**config.mk**
```make
export PLATFORM = sky130hd
export DESIGN_NAME = binary_arithmetic_decoder_flat
export DESIGN_NICKNAME = d
export VERILOG_FILES = /design/src/hdl/bad_pkg.sv /design/src/hdl/bad_in_if.sv /design/src/hdl/bad_out_if.sv /design/src/hdl/bad_datapath.sv /design/src/hdl/bad_ctrl.sv /design/src/hdl/binary_arithmetic_decoder.sv /design/src/flat_wrapper.sv
export SDC_FILE = /design/constraint.sdc
export NUM_CORES = 2
export LEC_CHECK = 0
export BUFFER_PORTS_ARGS = -buffer_cell sky130_fd_sc_hd__buf_2
export CAP_MARGIN = 30
export CORE_ASPECT_RATIO = 1.2
export CORE_UTILIZATION = 50
export CTS_BUF_LIST = sky130_fd_sc_hd__clkbuf_4
export DETAILED_ROUTE_END_ITERATION = 7
export PLACE_DENSITY = 0.7
export REMOVE_ABC_BUFFERS = 1
export SYNTH_ARGS = -nofsm -noshare
export SYNTH_HDL_FRONTEND = slang
export SYNTH_SLANG_ARGS = --single-unit
export TNS_END_PERCENT = 30
```
**constraint.sdc**
```tcl
create_clock -name clk -period 12.2 [get_ports clk]
set_input_delay 0.61 -clock clk [delete_from_list [all_inputs] [get_ports clk]]
set_output_delay 0.61 -clock clk [all_outputs]
set_load 0.02 [all_outputs]
```
**src/hdl/bad_pkg.sv**
```systemverilog
package bad_pkg;

  localparam int unsigned MaxPrecision   = 16;
  localparam int unsigned MinPrecision   = 2;
  localparam int unsigned WindowBits     = 16;
  localparam int unsigned ResetPrecision = 12;

  localparam int unsigned PrecW  = 5;
  localparam int unsigned ValW   = 16;
  localparam int unsigned CountW = 16;
  localparam int unsigned ProdW  = 32;
  localparam int unsigned DivW   = 17;
  localparam int unsigned StepW  = 4;

  localparam int unsigned TopPrecision =
    (MaxPrecision < WindowBits) ? MaxPrecision : WindowBits;

  localparam logic ReqInit   = 1'b0;
  localparam logic ReqDecode = 1'b1;

  typedef struct packed {
    logic load;
    logic prep;
    logic mul_a;
    logic ld_a;
    logic div_step;
    logic mul_b;
    logic ld_b;
    logic sel;
    logic shift;
    logic emit;
  } bad_cmd_t;

  typedef struct packed {
    logic is_init;
    logic agree;
  } bad_sts_t;

endpackage

```
**src/hdl/bad_in_if.sv**
```systemverilog
interface bad_in_if import bad_pkg::*; ();
  logic              valid;
  logic              ready;
  logic              req_type;
  logic [ValW-1:0]   bit_window;
  logic              mps_value;
  logic [CountW-1:0] count_mps;
  logic [CountW-1:0] total_count;

  modport source (output valid, req_type, bit_window, mps_value, count_mps, total_count,
                  input ready);
  modport sink (input valid, req_type, bit_window, mps_value, count_mps, total_count,
                output ready);
endinterface

```
**src/hdl/bad_out_if.sv**
```systemverilog
interface bad_out_if import bad_pkg::*; ();
  logic             valid;
  logic             ready;
  logic             symbol;
  logic [PrecW-1:0] bits_used;

  modport source (output valid, symbol, bits_used, input ready);
  modport sink (input valid, symbol, bits_used, output ready);
endinterface

```
**src/hdl/bad_datapath.sv**
```systemverilog
module bad_datapath import bad_pkg::*; (
  input  logic              clk,
  input  logic              rst,
  input  logic              cfg_wr_en,
  input  logic [PrecW-1:0]  cfg_wr_data,
  input  logic              req_type,
  input  logic [ValW-1:0]   bit_window,
  input  logic              mps_value,
  input  logic [CountW-1:0] count_mps,
  input  logic [CountW-1:0] total_count,
  input  bad_cmd_t          cmd,
  output bad_sts_t          sts,
  output logic              symbol,
  output logic [PrecW-1:0]  bits_used
);

  function automatic logic [DivW+ProdW-1:0] div_two(
    input logic [DivW-1:0]  r,
    input logic [ProdW-1:0] q,
    input logic [DivW-1:0]  d
  );
    logic [DivW:0]    t;
    logic [DivW-1:0]  rr;
    logic [ProdW-1:0] qq;
    rr = r;
    qq = q;
    for (int i = 0; i < 2; i++) begin
      t = {rr, qq[ProdW-1]};
      if (t >= {1'b0, d}) begin
        rr = DivW'(t - {1'b0, d});
        qq = {qq[ProdW-2:0], 1'b1};
      end else begin
        rr = t[DivW-1:0];
        qq = {qq[ProdW-2:0], 1'b0};
      end
    end
    return {rr, qq};
  endfunction

  logic [PrecW-1:0]  prec;
  logic [ValW-1:0]   lo;
  logic [ValW-1:0]   hi;
  logic [ValW-1:0]   tag;
  logic [PrecW-1:0]  p_r;
  logic [ValW-1:0]   mask_r;
  logic [ValW-1:0]   msb_r;
  logic [ValW-1:0]   win_r;
  logic              mps_r;
  logic [CountW-1:0] cnt_r;
  logic [CountW-1:0] tot_r;
  logic [DivW-1:0]   range_r;
  logic [DivW-1:0]   offs_r;
  logic [ProdW-1:0]  prod;
  logic [DivW-1:0]   rem;
  logic [ProdW-1:0]  quo;
  logic [DivW-1:0]   dvs;
  logic              lt_r;
  logic              sym_r;
  logic [PrecW-1:0]  used_r;

  logic [PrecW-1:0]        p_eff;
  logic [ValW-1:0]         mask_eff;
  logic [DivW+ProdW-1:0]   div_next;

  always_comb begin
    if (prec > PrecW'(TopPrecision)) begin
      p_eff = PrecW'(TopPrecision);
    end else if (prec < PrecW'(MinPrecision)) begin
      p_eff = PrecW'(MinPrecision);
    end else begin
      p_eff = prec;
    end
    mask_eff = ValW'(((ValW+1)'(1) << p_eff) - (ValW+1)'(1));
    div_next = div_two(rem, quo, dvs);
  end

  assign sts.is_init = (req_type == ReqInit);
  assign sts.agree   = (used_r < p_r) && (((lo & msb_r) != '0) == ((hi & msb_r) != '0));

  always_ff @(posedge clk) begin
    if (rst) begin
      prec <= PrecW'(ResetPrecision);
      lo   <= '0;
      hi   <= ValW'((1 << ResetPrecision) - 1);
      tag  <= '0;
    end else begin
      if (cfg_wr_en) begin
        prec <= cfg_wr_data;
      end
      if (cmd.load) begin
        if (req_type == ReqInit) begin
          tag <= bit_window & mask_eff;
          lo  <= '0;
          hi  <= mask_eff;
        end else begin
          tag <= tag & mask_eff;
          lo  <= lo & mask_eff;
          hi  <= hi & mask_eff;
        end
      end
      if (cmd.sel) begin
        if (lt_r) begin
          hi <= (lo + quo[ValW-1:0] - ValW'(1)) & mask_r;
        end else begin
          lo <= (lo + quo[ValW-1:0]) & mask_r;
        end
      end
      if (cmd.shift) begin
        lo  <= (lo << 1) & mask_r;
        hi  <= ((hi << 1) & mask_r) | ValW'(1);
        tag <= ((tag << 1) & mask_r) | ValW'(win_r[ValW-1]);
      end
    end
  end

  always_ff @(posedge clk) begin
    if (cmd.load) begin
      p_r    <= p_eff;
      mask_r <= mask_eff;
      msb_r  <= mask_eff ^ (mask_eff >> 1);
      win_r  <= bit_window << (PrecW'(WindowBits) - p_eff);
      mps_r  <= mps_value;
      cnt_r  <= count_mps;
      tot_r  <= (total_count == '0) ? CountW'(1) : total_count;
      sym_r  <= 1'b0;
      used_r <= (req_type == ReqInit) ? p_eff : '0;
    end
    if (cmd.prep) begin
      range_r <= {1'b0, (hi - lo) & mask_r} + DivW'(1);
      offs_r  <= {1'b0, (tag - lo) & mask_r} + DivW'(1);
    end
    if (cmd.mul_a) begin
      prod <= ProdW'(33'(offs_r) * 33'(tot_r));
    end
    if (cmd.ld_a) begin
      quo <= prod - ProdW'(1);
      rem <= '0;
      dvs <= range_r;
    end
    if (cmd.div_step) begin
      rem <= div_next[DivW+ProdW-1:ProdW];
      quo <= div_next[ProdW-1:0];
    end
    if (cmd.mul_b) begin
      prod <= ProdW'(33'(range_r) * 33'(cnt_r));
      lt_r <= quo < ProdW'(cnt_r);
    end
    if (cmd.ld_b) begin
      quo <= prod;
      rem <= '0;
      dvs <= {1'b0, tot_r};
    end
    if (cmd.sel) begin
      sym_r <= lt_r ? mps_r : ~mps_r;
    end
    if (cmd.shift) begin
      win_r  <= win_r << 1;
      used_r <= used_r + PrecW'(1);
    end
    if (cmd.emit) begin
      symbol    <= sym_r;
      bits_used <= used_r;
    end
  end

endmodule

```
**src/hdl/bad_ctrl.sv**
```systemverilog
module bad_ctrl import bad_pkg::*; (
  input  logic     clk,
  input  logic     rst,
  input  logic     req_valid,
  output logic     req_ready,
  output logic     out_valid,
  input  logic     out_ready,
  input  bad_sts_t sts,
  output bad_cmd_t cmd
);

  typedef enum logic [10:0] {
    S_IDLE = 11'b000_0000_0001,
    S_PREP = 11'b000_0000_0010,
    S_MULA = 11'b000_0000_0100,
    S_LDA  = 11'b000_0000_1000,
    S_DIVA = 11'b000_0001_0000,
    S_MULB = 11'b000_0010_0000,
    S_LDB  = 11'b000_0100_0000,
    S_DIVB = 11'b000_1000_0000,
    S_SEL  = 11'b001_0000_0000,
    S_NORM = 11'b010_0000_0000,
    S_DONE = 11'b100_0000_0000
  } state_t;

  state_t           state;
  state_t           state_next;
  logic [StepW-1:0] step;
  logic             step_last;
  logic             out_free;

  assign req_ready = (state == S_IDLE);
  assign step_last = (step == '1);
  assign out_free  = !out_valid || out_ready;

  always_comb begin
    state_next = state;
    cmd        = '0;
    case (state)
      S_IDLE: begin
        if (req_valid) begin
          cmd.load   = 1'b1;
          state_next = sts.is_init ? S_DONE : S_PREP;
        end
      end
      S_PREP: begin
        cmd.prep   = 1'b1;
        state_next = S_MULA;
      end
      S_MULA: begin
        cmd.mul_a  = 1'b1;
        state_next = S_LDA;
      end
      S_LDA: begin
        cmd.ld_a   = 1'b1;
        state_next = S_DIVA;
      end
      S_DIVA: begin
        cmd.div_step = 1'b1;
        if (step_last) begin
          state_next = S_MULB;
        end
      end
      S_MULB: begin
        cmd.mul_b  = 1'b1;
        state_next = S_LDB;
      end
      S_LDB: begin
        cmd.ld_b   = 1'b1;
        state_next = S_DIVB;
      end
      S_DIVB: begin
        cmd.div_step = 1'b1;
        if (step_last) begin
          state_next = S_SEL;
        end
      end
      S_SEL: begin
        cmd.sel    = 1'b1;
        state_next = S_NORM;
      end
      S_NORM: begin
        if (sts.agree) begin
          cmd.shift = 1'b1;
        end else begin
          state_next = S_DONE;
        end
      end
      S_DONE: begin
        if (out_free) begin
          cmd.emit   = 1'b1;
          state_next = S_IDLE;
        end
      end
      default: begin
        state_next = S_IDLE;
      end
    endcase
  end

  always_ff @(posedge clk) begin
    if (rst) begin
      state     <= S_IDLE;
      step      <= '0;
      out_valid <= 1'b0;
    end else begin
      state <= state_next;
      if (cmd.div_step) begin
        step <= step + StepW'(1);
      end else begin
        step <= '0;
      end
      if (cmd.emit) begin
        out_valid <= 1'b1;
      end else if (out_ready) begin
        out_valid <= 1'b0;
      end
    end
  end

endmodule

```
**src/hdl/binary_arithmetic_decoder.sv**
```systemverilog
// channel  dir  beat fields
// -------  ---  --------------------------------------------------
// req      in   req_type, bit_window, mps_value, count_mps, total_count
// rsp      out  symbol, bits_used
// cfg      in   cfg_wr_en, cfg_wr_data (precision)
//
// One request at a time; req is ready only while the controller idles.
// Init goes from accept straight to the done state. Decode runs two passes
// of the 2-bit-per-cycle divider, then one renormalization shift per bit
// counted in bits_used. The rsp register frees req while a beat waits.
// rst is synchronous; it clears precision to 12 and the interval to full range.
module binary_arithmetic_decoder import bad_pkg::*; (
  input  logic             clk,
  input  logic             rst,
  input  logic             cfg_wr_en,
  input  logic [PrecW-1:0] cfg_wr_data,
  bad_in_if.sink           req,
  bad_out_if.source        rsp
);

  bad_cmd_t cmd;
  bad_sts_t sts;

  bad_ctrl u_ctrl (
    .clk       (clk),
    .rst       (rst),
    .req_valid (req.valid),
    .req_ready (req.ready),
    .out_valid (rsp.valid),
    .out_ready (rsp.ready),
    .sts       (sts),
    .cmd       (cmd)
  );

  bad_datapath u_datapath (
    .clk         (clk),
    .rst         (rst),
    .cfg_wr_en   (cfg_wr_en),
    .cfg_wr_data (cfg_wr_data),
    .req_type    (req.req_type),
    .bit_window  (req.bit_window),
    .mps_value   (req.mps_value),
    .count_mps   (req.count_mps),
    .total_count (req.total_count),
    .cmd         (cmd),
    .sts         (sts),
    .symbol      (rsp.symbol),
    .bits_used   (rsp.bits_used)
  );

endmodule

```
**src/flat_wrapper.sv**
```systemverilog
// flat-port wrapper written by rule: the top's interface ports become plain ports
module binary_arithmetic_decoder_flat import bad_pkg::*;
  (clk, rst, cfg_wr_en, cfg_wr_data, req_valid, req_req_type, req_bit_window, req_mps_value, req_count_mps, req_total_count, req_ready, rsp_valid, rsp_symbol, rsp_bits_used, rsp_ready);
  bad_in_if req_i ();
  bad_out_if rsp_i ();
  input  logic clk;
  input  logic rst;
  input  logic cfg_wr_en;
  input  logic [PrecW-1:0] cfg_wr_data;
  input wire logic [$bits(req_i.valid)-1:0] req_valid;
  input wire logic [$bits(req_i.req_type)-1:0] req_req_type;
  input wire logic [$bits(req_i.bit_window)-1:0] req_bit_window;
  input wire logic [$bits(req_i.mps_value)-1:0] req_mps_value;
  input wire logic [$bits(req_i.count_mps)-1:0] req_count_mps;
  input wire logic [$bits(req_i.total_count)-1:0] req_total_count;
  output wire logic [$bits(req_i.ready)-1:0] req_ready;
  output wire logic [$bits(rsp_i.valid)-1:0] rsp_valid;
  output wire logic [$bits(rsp_i.symbol)-1:0] rsp_symbol;
  output wire logic [$bits(rsp_i.bits_used)-1:0] rsp_bits_used;
  input wire logic [$bits(rsp_i.ready)-1:0] rsp_ready;
  assign req_i.valid = req_valid;
  assign req_i.req_type = req_req_type;
  assign req_i.bit_window = req_bit_window;
  assign req_i.mps_value = req_mps_value;
  assign req_i.count_mps = req_count_mps;
  assign req_i.total_count = req_total_count;
  assign req_ready = req_i.ready;
  assign rsp_valid = rsp_i.valid;
  assign rsp_symbol = rsp_i.symbol;
  assign rsp_bits_used = rsp_i.bits_used;
  assign rsp_i.ready = rsp_ready;
  binary_arithmetic_decoder u_core (.clk(clk), .rst(rst), .cfg_wr_en(cfg_wr_en), .cfg_wr_data(cfg_wr_data), .req(req_i), .rsp(rsp_i));
endmodule
```
==> run_results.csv <==
group,metric,value,unit
run_status,status,"complete, no violations",
logic_synthesis,synth-async-reset-ratio,0,%
drt,drt_iter0_markers,2379,
setup_path,worstPathRequired,12.81,ns
logic_synthesis,syn_area_per_cell,8.99,um2
drt,wl_met3,7820,um
drt,drt_wl_total,109000,um
logic_synthesis,yosys_warnings,0,
clock_tree,numCtsBuffers,83,
grt,grt_pass1_wl,170000,um
floorplanning,core-area,72400,um2
drt,m1WireLength,41000,um
logic_synthesis,ys_types,88,
setup_path,crit_top_cell,"fa_1",
grt,grt_pass1_vias,31000,
setup_path,cp-start-kind,"register",
final_layout,fin_util,54.3,%
logic_synthesis,ys_top_cells_by_area,"fa_1 23%, edfxtp_1 17%, ha_1 11%",
logic_synthesis,ys_seq_elements,299,
drt,highest_layer,"met4",
floorplanning,dieArea,74300,um2
run,maxCapViolCount,0,
setup_path,crit_start,"u_core.u_datapath.tot_r[2]",
final_layout,drive_gt1_share,7.01,%
grt,grt_max_degree,70,
final_layout,syn_to_final_growth,7.37,%
clock_tree,max-clock-path-buffers,3,
timing,fin_crit,7.09,ns
floorplanning,num_io_pins,68,
clock_tree,cts_resized,0,
drt,first_pass_iters,8,
grt,grt-ovfl-total,0,
logic_synthesis,synth-edff-count,211,
clock_tree,clk_latency,0.88,ns
floorplanning,chipHeight,298,um
hold_path,hold_depth,3,
placement,hpwl,83100,um
final_layout,final_common_cell,"inv_1",
grt,gr-usage-all-layers,29.6,%
setup_path,critPathMaxFanout,18,
setup_path,r2r-start,"u_core.u_datapath.tot_r[2]",
grt,antenna_found_initial,3,
final_layout,mostFrequentLayoutCells,"567 x inv_1, 562 x nand2_1, 419 x fa_1",
logic_synthesis,synth_top_area_cell,"fa_1",
drt,wl_met2,52700,um
setup_path,critPathKind,"register to register",
logic_synthesis,synth_ff_type,"edfxtp_1",
timing,slew_headroom,29.2,%
final_layout,nets,4919,
drt,drc,0,
clock_tree,clkTransAtPathRegs,0.08,ns
drt,wl_per_cell,21.3,um
floorplanning,die_w,249,um
setup_path,rrSetupSlack,5.11,ns
setup_path,endpoint_kind,"register",
setup_path,rr_worst_depth,18,
placement,place.gp.congestion,0.998,
timing,fin_skew,0.0972,ns
clock_tree,cts_tree,"yes",
floorplanning,start_util,50.5,%
setup_path,path_cells,"nand2_1, fa_1, fa_1, fa_1, fa_1, inv_1, fa_1, fa_1, ha_1, a21o_1, a21o_1, a31oi_1, o32a_1, o21ai_0, o41ai_1, o21ai_0, xnor2_1, mux2i_1",
logic_synthesis,seq_area_frac_synth,22.1,%
logic_synthesis,yosysTopAreaCellShare,22.9,%
setup_path,crit_path_top_delay_cell,"edfxtp_1",
setup_path,crit_end,"u_core.u_datapath.prod[31]",
clock_tree,clock-sinks,299,
timing,max_freq,141,MHz
timing,finalSetupViolCount,0,
floorplanning,row_count,108,
drt,vias,30100,
timing,rsz0062_at_grt,"false",
timing,drv_slew,0,
logic_synthesis,synth_cells,4074,
drt,antenna_left,0,
timing,tightest_slew,1.06,ns
drt,vias_per_cell,5.87,
clock_tree,root_buffer,"clkbuf_4",
placement,io_buffers,67,
setup_path,reg2reg_to,"u_core.u_datapath.prod[31]",
setup_path,critical_path.max_stage_delay,0.90,ns
timing,report.final.hold_viol_count,0,
clock_tree,h-tree-depth,3,
timing,tns,0,ns
hold_path,hold_class,"primary input to register",
logic_synthesis,netlist_area,36600,um2
setup_path,worstPathArrival,7.70,ns
timing,timing.hold.ws,0.0872,ns
timing,period_share,58.1,%
[state kept, by name (all words and copies together) (netlist names), 4 cells and up]
| register | cells |
|---|---|
| u_core.u_datapath.tag | 16 |
| u_core.u_datapath.lo | 16 |
| u_core.u_datapath.win_r | 16 |
| u_core.u_datapath.rem | 17 |
| u_core.u_datapath.hi | 16 |
| u_core.u_datapath.dvs | 17 |
| u_core.u_datapath.prec | 5 |
| u_core.u_datapath.tot_r | 16 |
| u_core.u_ctrl.step | 4 |
| u_core.u_datapath.cnt_r | 16 |
| u_core.u_datapath.bits_used | 5 |
| u_core.u_datapath.prod | 32 |
| u_core.u_datapath.quo | 32 |
| u_core.u_datapath.mask_r | 16 |
| u_core.u_ctrl.state | 11 |
| u_core.u_datapath.p_r | 5 |
| u_core.u_datapath.msb_r | 15 |
| u_core.u_datapath.range_r | 17 |
| u_core.u_datapath.offs_r | 17 |
| u_core.u_datapath.used_r | 5 |
[cell families (layout without fill, tap and decap cells)]
| group | after synthesis | count (layout) | share of synthesized area [%] |
|---|---|---|---|
| AOI/OAI and AO/OA | 693 | 693 | 12.3 |
| DFF | 299 | 299 | 22.1 |
| and+or+nand+nor | 1351 | 1351 | 18.0 |
| adders and majority gates | 732 | 732 | 33.6 |
| other | 0 | 3 | 0 |
| buffers and inverters | 748 | 870 | 7.74 |
| xor gates and xnor gates | 190 | 190 | 4.55 |
| muxes | 61 | 61 | 1.70 |
[area by class of cell]
cell class / instances / area [um2]
Inverter: 570 / 2140
Multi-Input combinational cell: 3027 / 25700
Clock inverter: 32 / 199
Fill cell: 6725 / 33100
Tap cell: 935 / 1170
Sequential cell: 299 / 8100
Timing Repair Buffer: 146 / 1050
Antenna cell: 3 / 7.51
Clock buffer: 122 / 916
[per-layer routing]
metal | vias up | global-route usage, %
met4 | 0 | 18.8
li1 | 13800 | -
met1 | 14700 | 34.5
met2 | 1276 | 50.9
met3 | 342 | 4.90
met5 | - | 0
[cells in the mapped netlist, drive strengths merged (8+ instances only)]
cell type  count
nand3b        17
o22ai         29
o21a          20
a211oi        35
nor4          27
o21bai        11
o211ai        17
nor2         176
o221ai         9
mux2           9
clkbuf       165
a32oi         17
fa           419
a211o          8
a21boi         8
inv          568
o31ai         15
a31oi         40
nor3          72
ha           313
a21o          49
dfxtp         88
edfxtp       211
nor2b         24
xor2          82
nand4         22
a22o          24
and3          23
nand2        562
a21oi        164
nand2b        31
and2         260
buf           12
xnor2        108
mux2i         52
o21ai        164
or3           19
nand3         73
a221oi         9
or2           13
[per-stage QoR]
stage | setup WS, ns | instance area (um2) | instances
after floorplan | 2.31 | 35900 | 3896
after global placement | 5.28 | 37800 | 4936
after detailed placement | 5.20 | 37800 | 4939
after CTS | 5.18 | 39300 | 5131
after global routing | 4.92 | 39300 | 5134
final | 5.11 | 39300 | 5134
[what timing repair did]
action	CTS	global route
endpoints found under the hold margin	38	0
buffers inserted	0	0
hold buffers	38	0
[critical path: cells and delay by family, from the launching register on]
family,cells,cell delay (ns)
simple gates,1,0.18
mux,1,0.13
buf+inv,1,0.05
xor+xnor,1,0.32
flops,1,0.90
fa+ha+maj,7,3.42
compound gates,7,1.83
[worst min-delay path by stage]
stage	startpoint	end	slack [ns]
finish	rsp_ready	u_core.u_ctrl.out_valid	0.09
CTS	rsp_ready	u_core.u_ctrl.out_valid	0.02
detailed placement	u_core.u_datapath.sym_r	u_core.u_datapath.symbol	0.43
floorplan	u_core.u_datapath.sym_r	u_core.u_datapath.symbol	0.40
global placement	u_core.u_datapath.sym_r	u_core.u_datapath.symbol	0.43
global route	rsp_ready	u_core.u_ctrl.out_valid	0.07
Power is not shown: default switching activity piles up to over one toggle a cycle in this logic, so the estimate is an artifact.
